==> config.mk <==
export PLATFORM = sky130hd
export DESIGN_NAME = block_multiply_mix_hash
export DESIGN_NICKNAME = d
export VERILOG_FILES = /design/src/rtl/bmmh_pkg.sv /design/src/rtl/block_multiply_mix_hash.sv
export SDC_FILE = /design/constraint.sdc
export NUM_CORES = 2
export LEC_CHECK = 0
export ABC_AREA = 1
export BUFFER_PORTS_ARGS = -buffer_cell sky130_fd_sc_hd__buf_4
export CAP_MARGIN = 5
export CORE_UTILIZATION = 55
export CTS_CLUSTER_DIAMETER = 80
export DETAILED_ROUTE_END_ITERATION = 10
export PLACE_DENSITY = 0.73
export SYNTH_ARGS = -nofsm -noshare
export SYNTH_HDL_FRONTEND = slang
export SYNTH_SLANG_ARGS = --single-unit
export TNS_END_PERCENT = 50
==> constraint.sdc <==
create_clock -name clock -period 16.1 [get_ports clock]
set_input_delay 3.22 -clock clock [delete_from_list [all_inputs] [get_ports clock]]
set_output_delay 3.22 -clock clock [all_outputs]
set_load 0.03 [all_outputs]
==> src/rtl/bmmh_pkg.sv <==
// Package with the constants, types and helper functions of the block multiply-mix hash.
package bmmh_pkg;

   // Block and word geometry.
   localparam int BLOCK_BYTES = 7;
   localparam int WORD_COUNT  = 10;
   localparam int COUNT_W     = $clog2(BLOCK_BYTES + 1);
   localparam int IDX_W       = (BLOCK_BYTES > 1) ? $clog2(BLOCK_BYTES) : 1;
   localparam int PAIR_W      = $clog2(WORD_COUNT);
   localparam int WORD_W      = 32;

   // Digest alphabet geometry.
   localparam int ALPHA_LEN   = 37;
   localparam int REM_W       = $clog2(ALPHA_LEN);

   // Remainder modulo 37: the 32-bit magnitude is folded with 2^18 = -1 (mod 37), and the
   // 19-bit folded value is divided by reciprocal multiplication.
   localparam int FOLD_SHIFT  = 18;
   localparam int FOLD_W      = 19;
   localparam int FOLD_BIAS   = 16391;   // 443 * 37, above any high part of the magnitude
   localparam int RECIP_W     = 20;
   localparam logic [RECIP_W-1:0] RECIP_37 = 20'd906877;   // ceil(2^25 / 37)
   localparam int RECIP_SHIFT = 25;
   localparam int QUOT_W      = 13;

   // Initial hash words, reloaded after every digest.
   localparam logic [WORD_W-1:0] INIT_WORDS [10] = '{
      32'd67, 32'd7001, 32'd173, 32'd127, 32'd181,
      32'd193, 32'd10037, 32'd27487, 32'd9281, 32'd7583
   };

   // Sequencer states.
   typedef enum logic [2:0] {
      ST_IDLE,
      ST_MIX,
      ST_ALIGN,
      ST_LOAD,
      ST_FOLD,
      ST_QUOT,
      ST_REM,
      ST_EMIT
   } state_type;

   // Maps a remainder to its character: a-z, then 0-9, then underscore.
   function automatic logic [7:0] alpha_char(input logic [REM_W-1:0] idx);
      logic [7:0] wide;
      wide = {{(8 - REM_W){1'b0}}, idx};
      if (wide < 8'd26) begin
         return 8'h61 + wide;
      end else if (wide < 8'd36) begin
         return 8'h30 + (wide - 8'd26);
      end else begin
         return 8'h5f;
      end
   endfunction

endpackage

==> src/rtl/block_multiply_mix_hash.sv <==
// Top level of the block multiply-mix hash: byte buffer, shared multiply-add unit and digest.
//
// Usage: message bytes arrive on the req_ stream, one transaction per byte. req_tuser
// flags whether req_tdata carries a byte; req_tlast ends the message (an empty
// transaction with req_tlast set is allowed). After each completed message the block
// sends ten digest characters on the rsp_ stream, rsp_tlast marking the tenth.
// A byte that does not complete a block is only stored in the buffer. A full block, or the
// partial block left at the end of a message, is mixed by one shared 32x8 multiply-add
// unit, one byte per cycle: 18 updates of len bytes each plus one alignment step; a full
// block holds seven bytes. Each digest character takes one load, one modulo-37 fold,
// one reciprocal multiplication, one remainder step and one emit, and the emit waits
// while the receiver stalls. req_tready is high only while the sequencer is idle.
// A stalled receiver holds the current character in the output register and the
// sequencer waits for it; the last character may still wait while the next message
// byte is accepted. Reset is synchronous: it loads the initial words, empties the
// buffer and drops rsp_tvalid.
module block_multiply_mix_hash (
   input  logic       clock,
   input  logic       reset,
   input  logic       req_tvalid,
   output logic       req_tready,
   input  logic [7:0] req_tdata,  // [7:0] data_byte
   input  logic [0:0] req_tuser,  // [0] carries_byte
   input  logic       req_tlast,  // end_of_message
   output logic       rsp_tvalid,
   input  logic       rsp_tready,
   output logic [7:0] rsp_tdata,  // [7:0] symbol
   output logic       rsp_tlast   // last_symbol
);
   import bmmh_pkg::*;

   // Registers and their next values.
   state_type                state_ff, state_in;
   logic [WORD_W-1:0]        words_ff [WORD_COUNT];
   logic [WORD_W-1:0]        words_in [WORD_COUNT];
   logic [7:0]               buffer_ff [BLOCK_BYTES];
   logic [COUNT_W-1:0]       fill_ff, fill_in;
   logic [COUNT_W-1:0]       len_ff, len_in;
   logic [IDX_W-1:0]         byte_idx_ff, byte_idx_in;
   logic                     phase_ff, phase_in;
   logic [PAIR_W-1:0]        pair_ff, pair_in;
   logic [PAIR_W-1:0]        sym_ff, sym_in;
   logic                     finish_ff, finish_in;
   logic [WORD_W-1:0]        mod_val_ff, mod_val_in;
   logic [REM_W-1:0]         rem_ff, rem_in;
   logic [QUOT_W-1:0]        quot_ff, quot_in;
   logic                     rsp_valid_ff, rsp_valid_in;
   logic [7:0]               rsp_data_ff, rsp_data_in;
   logic                     rsp_last_ff, rsp_last_in;

   // Combinational helpers.
   logic                     req_accept;
   logic                     rsp_load;
   logic [COUNT_W-1:0]       new_count;
   logic                     last_byte;
   logic [WORD_W-1:0]        self_word;
   logic [WORD_W-1:0]        other_word;
   logic signed [WORD_W+7:0] prod_full;
   logic [WORD_W-1:0]        mix_result;
   logic [WORD_W-1:0]        magnitude;
   logic [FOLD_W-1:0]        fold_val;
   logic [FOLD_W+RECIP_W-1:0] quot_prod;
   logic [FOLD_W-1:0]        rem_wide;

   assign req_tready = (state_ff == ST_IDLE);
   assign req_accept = req_tvalid && req_tready;
   assign rsp_tvalid = rsp_valid_ff;
   assign rsp_tdata  = rsp_data_ff;
   assign rsp_tlast  = rsp_last_ff;
   assign rsp_load   = (state_ff == ST_EMIT) && (!rsp_valid_ff || rsp_tready);

   // Byte count after the current transaction.
   assign new_count = fill_ff + COUNT_W'(req_tuser[0]);
   assign last_byte = (COUNT_W'(byte_idx_ff) == len_ff - COUNT_W'(1));

   // Shared multiply-add unit: self + (other >>> 3) + self * byte, 32-bit wrap.
   assign self_word  = phase_ff ? words_ff[1] : words_ff[0];
   assign other_word = phase_ff ? words_ff[0] : words_ff[1];
   assign prod_full  = $signed(self_word) * $signed(buffer_ff[byte_idx_ff]);
   assign mix_result = self_word + {{3{other_word[WORD_W-1]}}, other_word[WORD_W-1:3]}
                       + prod_full[WORD_W-1:0];

   // Magnitude of the front word; the most negative value reads as 2^31 unsigned.
   assign magnitude = words_ff[0][WORD_W-1] ? (WORD_W'(0) - words_ff[0]) : words_ff[0];

   // Fold: the high bits count negatively since 2^18 is -1 modulo 37; the bias is a
   // multiple of 37 that keeps the folded value positive.
   assign fold_val = FOLD_W'(mod_val_ff[FOLD_SHIFT-1:0]) + FOLD_W'(FOLD_BIAS)
                     - FOLD_W'(mod_val_ff[WORD_W-1:FOLD_SHIFT]);

   // Quotient by 37 through the reciprocal, exact over the folded range.
   assign quot_prod = (FOLD_W + RECIP_W)'(mod_val_ff[FOLD_W-1:0])
                      * (FOLD_W + RECIP_W)'(RECIP_37);

   // Remainder from the folded value and its quotient.
   assign rem_wide = mod_val_ff[FOLD_W-1:0] - FOLD_W'(quot_ff) * FOLD_W'(ALPHA_LEN);

   // Next state and datapath values.
   always_comb begin
      state_in     = state_ff;
      words_in     = words_ff;
      fill_in      = fill_ff;
      len_in       = len_ff;
      byte_idx_in  = byte_idx_ff;
      phase_in     = phase_ff;
      pair_in      = pair_ff;
      sym_in       = sym_ff;
      finish_in    = finish_ff;
      mod_val_in   = mod_val_ff;
      rem_in       = rem_ff;
      quot_in      = quot_ff;
      rsp_valid_in = rsp_valid_ff && !rsp_tready;
      rsp_data_in  = rsp_data_ff;
      rsp_last_in  = rsp_last_ff;

      case (state_ff)
         ST_IDLE: begin
            if (req_accept) begin
               if ((new_count == COUNT_W'(BLOCK_BYTES)) ||
                   (req_tlast && (new_count != COUNT_W'(0)))) begin
                  // Mix the full block or the partial block left at the end.
                  len_in      = new_count;
                  fill_in     = '0;
                  finish_in   = req_tlast;
                  byte_idx_in = '0;
                  phase_in    = 1'b0;
                  pair_in     = '0;
                  state_in    = ST_MIX;
               end else if (req_tlast) begin
                  // Empty message: go straight to the digest.
                  sym_in   = '0;
                  state_in = ST_LOAD;
               end else begin
                  fill_in = new_count;
               end
            end
         end

         ST_MIX: begin
            if (!last_byte) begin
               words_in[PAIR_W'(phase_ff)] = mix_result;
               byte_idx_in                 = byte_idx_ff + IDX_W'(1);
            end else if (!phase_ff) begin
               words_in[0] = mix_result;
               byte_idx_in = '0;
               phase_in    = 1'b1;
            end else begin
               // Second update of the pair done: rotate so the next pair sits in front.
               for (int j = 0; j < WORD_COUNT - 1; j++) begin
                  words_in[j] = words_ff[j + 1];
               end
               words_in[0]              = mix_result;
               words_in[WORD_COUNT - 1] = words_ff[0];
               byte_idx_in              = '0;
               phase_in                 = 1'b0;
               if (pair_ff == PAIR_W'(WORD_COUNT - 2)) begin
                  pair_in  = '0;
                  state_in = ST_ALIGN;
               end else begin
                  pair_in = pair_ff + PAIR_W'(1);
               end
            end
         end

         ST_ALIGN: begin
            // One more rotation brings word zero back to the front.
            for (int j = 0; j < WORD_COUNT - 1; j++) begin
               words_in[j] = words_ff[j + 1];
            end
            words_in[WORD_COUNT - 1] = words_ff[0];
            finish_in = 1'b0;
            sym_in    = '0;
            state_in  = finish_ff ? ST_LOAD : ST_IDLE;
         end

         ST_LOAD: begin
            mod_val_in = magnitude;
            state_in   = ST_FOLD;
         end

         ST_FOLD: begin
            mod_val_in = WORD_W'(fold_val);
            state_in   = ST_QUOT;
         end

         ST_QUOT: begin
            quot_in  = quot_prod[RECIP_SHIFT +: QUOT_W];
            state_in = ST_REM;
         end

         ST_REM: begin
            rem_in   = rem_wide[REM_W-1:0];
            state_in = ST_EMIT;
         end

         ST_EMIT: begin
            if (rsp_load) begin
               rsp_valid_in = 1'b1;
               rsp_data_in  = alpha_char(rem_ff);
               rsp_last_in  = (sym_ff == PAIR_W'(WORD_COUNT - 1));
               if (sym_ff == PAIR_W'(WORD_COUNT - 1)) begin
                  // Digest complete: reload the initial words.
                  for (int j = 0; j < WORD_COUNT; j++) begin
                     words_in[j] = INIT_WORDS[j];
                  end
                  sym_in   = '0;
                  state_in = ST_IDLE;
               end else begin
                  for (int j = 0; j < WORD_COUNT - 1; j++) begin
                     words_in[j] = words_ff[j + 1];
                  end
                  words_in[WORD_COUNT - 1] = words_ff[0];
                  sym_in   = sym_ff + PAIR_W'(1);
                  state_in = ST_LOAD;
               end
            end
         end

         default: begin
            state_in = ST_IDLE;
         end
      endcase
   end

   // State register.
   always_ff @(posedge clock) begin
      if (reset) begin
         state_ff <= ST_IDLE;
      end else begin
         state_ff <= state_in;
      end
   end

   // Control and hash-word registers.
   always_ff @(posedge clock) begin
      if (reset) begin
         for (int j = 0; j < WORD_COUNT; j++) begin
            words_ff[j] <= INIT_WORDS[j];
         end
         fill_ff      <= '0;
         len_ff       <= '0;
         byte_idx_ff  <= '0;
         phase_ff     <= 1'b0;
         pair_ff      <= '0;
         sym_ff       <= '0;
         finish_ff    <= 1'b0;
         rsp_valid_ff <= 1'b0;
      end else begin
         words_ff     <= words_in;
         fill_ff      <= fill_in;
         len_ff       <= len_in;
         byte_idx_ff  <= byte_idx_in;
         phase_ff     <= phase_in;
         pair_ff      <= pair_in;
         sym_ff       <= sym_in;
         finish_ff    <= finish_in;
         rsp_valid_ff <= rsp_valid_in;
      end
   end

   // Payload registers: modulo unit, output register and block buffer.
   always_ff @(posedge clock) begin
      mod_val_ff  <= mod_val_in;
      rem_ff      <= rem_in;
      quot_ff     <= quot_in;
      rsp_data_ff <= rsp_data_in;
      rsp_last_ff <= rsp_last_in;
      if (req_accept && req_tuser[0]) begin
         buffer_ff[fill_ff[IDX_W-1:0]] <= req_tdata;
      end
   end

   // The fill count never reaches a full block between transactions.
   a_fill_below_block: assert property (@(posedge clock) disable iff (reset)
      fill_ff < COUNT_W'(BLOCK_BYTES))
      else $error("fill count reached a full block");

   // The byte index of the shared unit stays inside the block being mixed.
   a_byte_idx_in_len: assert property (@(posedge clock) disable iff (reset)
      (state_ff == ST_MIX) |-> (COUNT_W'(byte_idx_ff) < len_ff))
      else $error("byte index beyond block length");

   // The remainder handed to the output is reduced modulo 37.
   a_rem_reduced: assert property (@(posedge clock) disable iff (reset)
      (state_ff == ST_EMIT) |-> (rem_ff < REM_W'(ALPHA_LEN)))
      else $error("remainder not reduced");

   // An empty message goes straight to the digest without a mix.
   a_empty_message: assert property (@(posedge clock) disable iff (reset)
      (req_accept && req_tlast && !req_tuser[0] && fill_ff == COUNT_W'(0))
      |=> (state_ff == ST_LOAD))
      else $error("empty message did not start the digest");

   // After the last character the initial words are back in place.
   a_reload_words: assert property (@(posedge clock) disable iff (reset)
      (rsp_load && sym_ff == PAIR_W'(WORD_COUNT - 1))
      |=> (words_ff[0] == INIT_WORDS[0] && rsp_tlast && state_ff == ST_IDLE))
      else $error("initial words not reloaded after the digest");

endmodule
# Word-level counts from Yosys, hierarchy flattened
# Memory sizes are Yosys's and may differ from the RTL's. A register that Yosys moved wholly into a read port is not among the register bits.
# Index checks and enable logic that the tools add are counted.
# op_classes
addsub,14
multipliers,3
div_mod_pow,0
order_cmp,4
eq_ne,22
shifts,0
n_mux,56
bitwise,1
reduce_logical,28
# op_table
operator,n
$mux 320,3
$pmux 320 s3,1
$bwmux 320,1
$mux 288,1
$demux 32 s4,1
$mux 32,4
$add 32x32->32,2
$pmux 32 s2,1
$mux 3,14
$mux 4,10
$mul 19x20->38 const B,1
$mul 32x8->32,1
$sub 1x32->32 const A,1
$pmux 3 s8,1
$add 18x15->19 const B,1
$sub 19x14->19,1
$mux 8,2
$eq 3x3->1 const B,5
$reduce_and 3->1,5
$mul 13x6->6 const B,1
$pmux 4 s3,1
$mux 1,10
$ne 2x2->1 const B,5
$reduce_and 5->1,2
33 further kinds,53
# totals
ff_bits,403
latchBits,0
ram_bits,56
rom_bits,0
inputBits,14
output_inout_bits,11
wordCells,153
memories,1
# memory_table
name,depth,width,read_ports,rd_ports_with_merged_regs,write_ports,line,rtl
buffer_ff,7,8,1,1,1,block_multiply_mix_hash.sv:36,logic [7:0] buffer_ff [BLOCK_BYTES];

# Logic depth before layout (Yosys ltp)
# depth
word_depth,9
depth_mapped,35
depth_no_buf,32

# Worst setup path after synthesis
# OpenSTA, ideal clock, no wires.
# synth_path
path_kind,register to register
from,reg (tool-made name)
to,reg (tool-made name)
setup_ps,119
arrival_time_ps,5801
required_ps,15981
setup_slack_ps,10180
path_stages_with_launch,32
path_buffers,3
synth_period_minus_slack_ps,5920
path_cell_list,dfxtp_1 buf_4 inv_2 buf_6 a21oi_1 o21ai_0 nand2_2 inv_2 clkbuf_1 nand2_1 fa_1 inv_1 fa_1 inv_1 fa_1 inv_1 fa_1 inv_1 fa_1 inv_1 ha_1 nand2_1 nor2_1 a21oi_1 inv_1 a21oi_1 o21ai_0 nand2_1 nand2_1 or2_2 nand3_1 a21oi_1

==> flow_summary.ini <==
[drt]
met2_length_um = 45610
via_count = 28880
ant_nets = 0
highest_layer = met4
wl_per_cell_um = 17.92
wl_met1_um = 37220
met3_length_um = 5262
drt_iter0_markers = 2246
firstDrtPassIters = 6
vias_per_cell = 5.573
wl_um = 92860
drc = 0

[sta]
period_minus_slack_ps = 7581
fin_worst_skew_ps = 21.03
hold_viol = 0
setup-violations-final = 0
maxSlewViolCount = 0
worstMarginPinSlew_ps = 1200
slew_headroom_pct = 19.41
rsz0062_at_grt = false
post-route-period-util_pct = 47.08
setup_tns_ps = 0
max_freq_mhz = 131.9

[worst_hold_path]
worstHoldPathCells = 2
hp-class = reg2reg

[cells_and_area]
diodes = 0
synthToLayoutAreaGrowth_pct = 6.498
final_util_pct = 59.18
fill_cells = 5813
fin_nets = 4925
drive_above_1_share_pct = 4.622

[clock_tree]
cts.clk_slew.worst_paths_ps = 60
cts_setup_buffers = 0
cts_tree = yes
cts_sinks = 455
cts_root_buffer = clkbuf_16
worstSkewPairLatency_ps = 610
numCtsBuffers = 49
cts_resized = 0
htreeDepth = 2
cts_buffer_depth = 3
cts_hold_buf = 0

[die]
dieWidth_um = 257.0
io_pins = 25
num_rows = 93
core_mm2 = 0.06435
start_util_pct = 55.57
die_h_um = 257.0
die_area_mm2 = 0.06604

[worst_setup_path]
reg2reg_slack_ps = 8520
crit_fanout = 27
cp-start-kind = flip-flop
critical_path_class = reg2reg
r2r_cells = 27
end_kind = flip-flop
required_ps = 16630
cp.arrival_ps = 8110

[global_routing]
grtUsageTotal_pct = 28.43
grt_pass1_vias = 28260
antenna_found_initial = 0
grt_pass1_wl_um = 149300
gr-total-overflow = 0
grt_max_degree = 228

[logic_synthesis]
synth_seq_cells = 455
yosysSeqAreaShare_pct = 28.52
syn_inst = 4376
yosysWarnings = 0
async_reset_ff_share_pct = 0
synth_ff_type = dfxtp_1
syn_area_per_cell_um2 = 8.172
ys_types = 63
synthesis.nets = 5015
synth_edf_count = 109
synth_area_mm2 = 0.03576

[placed_design]
hpwl_um = 70550
gp_congestion = 0.9915
port_buffers = 24

[flow_run]
maxCapViolCount = 0

[outcome]
status = finished, final reports clean
cells in the final DEF, fill, tap and decap left out, drive strengths merged, types with 16 or more instances in the layout:
cell / Yosys / layout
ha: 251 / 251
xnor2: 26 / 26
nand2: 793 / 793
or2: 16 / 16
o21ai: 271 / 271
buf: 101 / 54
clkbuf: 95 / 67
nor2: 236 / 236
edfxtp: 109 / 109
a221oi: 19 / 19
xor2: 34 / 34
fa: 374 / 374
nand4: 20 / 20
nor3: 39 / 39
inv: 750 / 757
nand3: 380 / 380
dfxtp: 346 / 346
a21oi: 412 / 412
layout make-up:
class	count	area (um2)	area share (%)
Tap cell	855	1070	2.809
Clock buffer	66	1350	3.545
Inverter	754	2840	7.458
Multi-Input combinational cell	2971	21850	57.37
Clock inverter	26	342.8	0.9002
Sequential cell	455	10200	26.79
Timing Repair Buffer	55	429.2	1.127
routing by layer:
layer  vias to the layer above  GRT usage (%)
met5                         -              0
met4                         0          13.33
met3                       234          3.595
met2                       883          48.84
met1                     13930          35.50
li1                      13830              -
critical path: stages, from the launching register on:
cell and delay [ps]:
dfxtp_1 800, inv_2 350, nand2_1 140, nand3_1 80
nand2_1 90, nand2_1 60, nand2_1 380, clkinv_1 630
nand2_1 280, fa_1 420, inv_1 90, fa_1 400
fa_1 490, fa_1 510, inv_1 50, fa_1 470
inv_1 40, ha_1 360, nand2_1 150, nor2_1 170
nand4_1 90, o21ai_0 440, a21boi_1 170, o21ai_0 370
nand2_1 120, nand3b_1 130, nand3_1 90, a21oi_1 140
through the flow:
step	hold WS [ps]	cells	cell area, um2	worst slack (ps)
after floorplan	423.6	4376	35760	10180
after global placement	434.8	5089	36380	8826
after detailed placement	438.0	5089	36380	8604
after CTS	453.5	5181	38080	8582
after global routing	475.4	5182	38080	7850
final	452.2	5182	38080	8519
worst max-delay path by stage:
| stage | endpoint | startpoint | cells after the start | slack [ps] |
|---|---|---|---|---|
| 3_5_place_dp | flip-flop | flip-flop | 27 | 8600 |
| 2_1_floorplan | flip-flop | flip-flop | 31 | 10180 |
| 6_report | flip-flop | flip-flop | 27 | 8520 |
| 5_1_grt | flip-flop | flip-flop | 27 | 7850 |
| 4_1_cts | flip-flop | flip-flop | 27 | 8580 |
| 3_3_place_gp | flip-flop | flip-flop | 27 | 8830 |
synthesized netlist by cell type, drive strengths merged (2+ instances only):
cell | instances | area share [%]
and3 | 2 | 0.035
inv | 750 | 7.9
nor3 | 39 | 0.63
o221a | 2 | 0.063
buf | 101 | 1.5
dfxtp | 346 | 19
a21o | 7 | 0.15
nor3b | 5 | 0.10
clkinv | 4 | 0.042
o211ai | 2 | 0.042
a211oi | 9 | 0.19
fa | 374 | 21
a221oi | 19 | 0.55
o21bai | 5 | 0.10
or2 | 16 | 0.28
a21boi | 3 | 0.063
o22ai | 5 | 0.087
edfxtp | 109 | 9.2
nand2 | 793 | 8.4
nand3 | 380 | 5.4
o221ai | 2 | 0.049
o21a | 10 | 0.21
ha | 251 | 8.8
nor4 | 9 | 0.16
nor2 | 236 | 2.6
clkbuf | 95 | 1.0
o31ai | 6 | 0.13
o21ai | 271 | 3.8
a22oi | 3 | 0.063
xnor2 | 26 | 0.64
xor2 | 34 | 0.83
a31oi | 10 | 0.17
nand4 | 20 | 0.35
and2 | 2 | 0.039
a21oi | 412 | 5.8
a2111oi | 2 | 0.049
nand3b | 9 | 0.19
cells by family (layout without fill, tap and decap cells):
logic type	Yosys count	in the layout	synth area share, %
simple gates	1511	1511	18.14
buf+inv	950	901	10.44
compound gates	775	775	11.71
fa+ha+maj	625	625	29.72
flops	455	455	28.52
xor+xnor	60	60	1.470
Power is not shown: default switching activity piles up to over one toggle a cycle in this logic, so the estimate is an artifact.
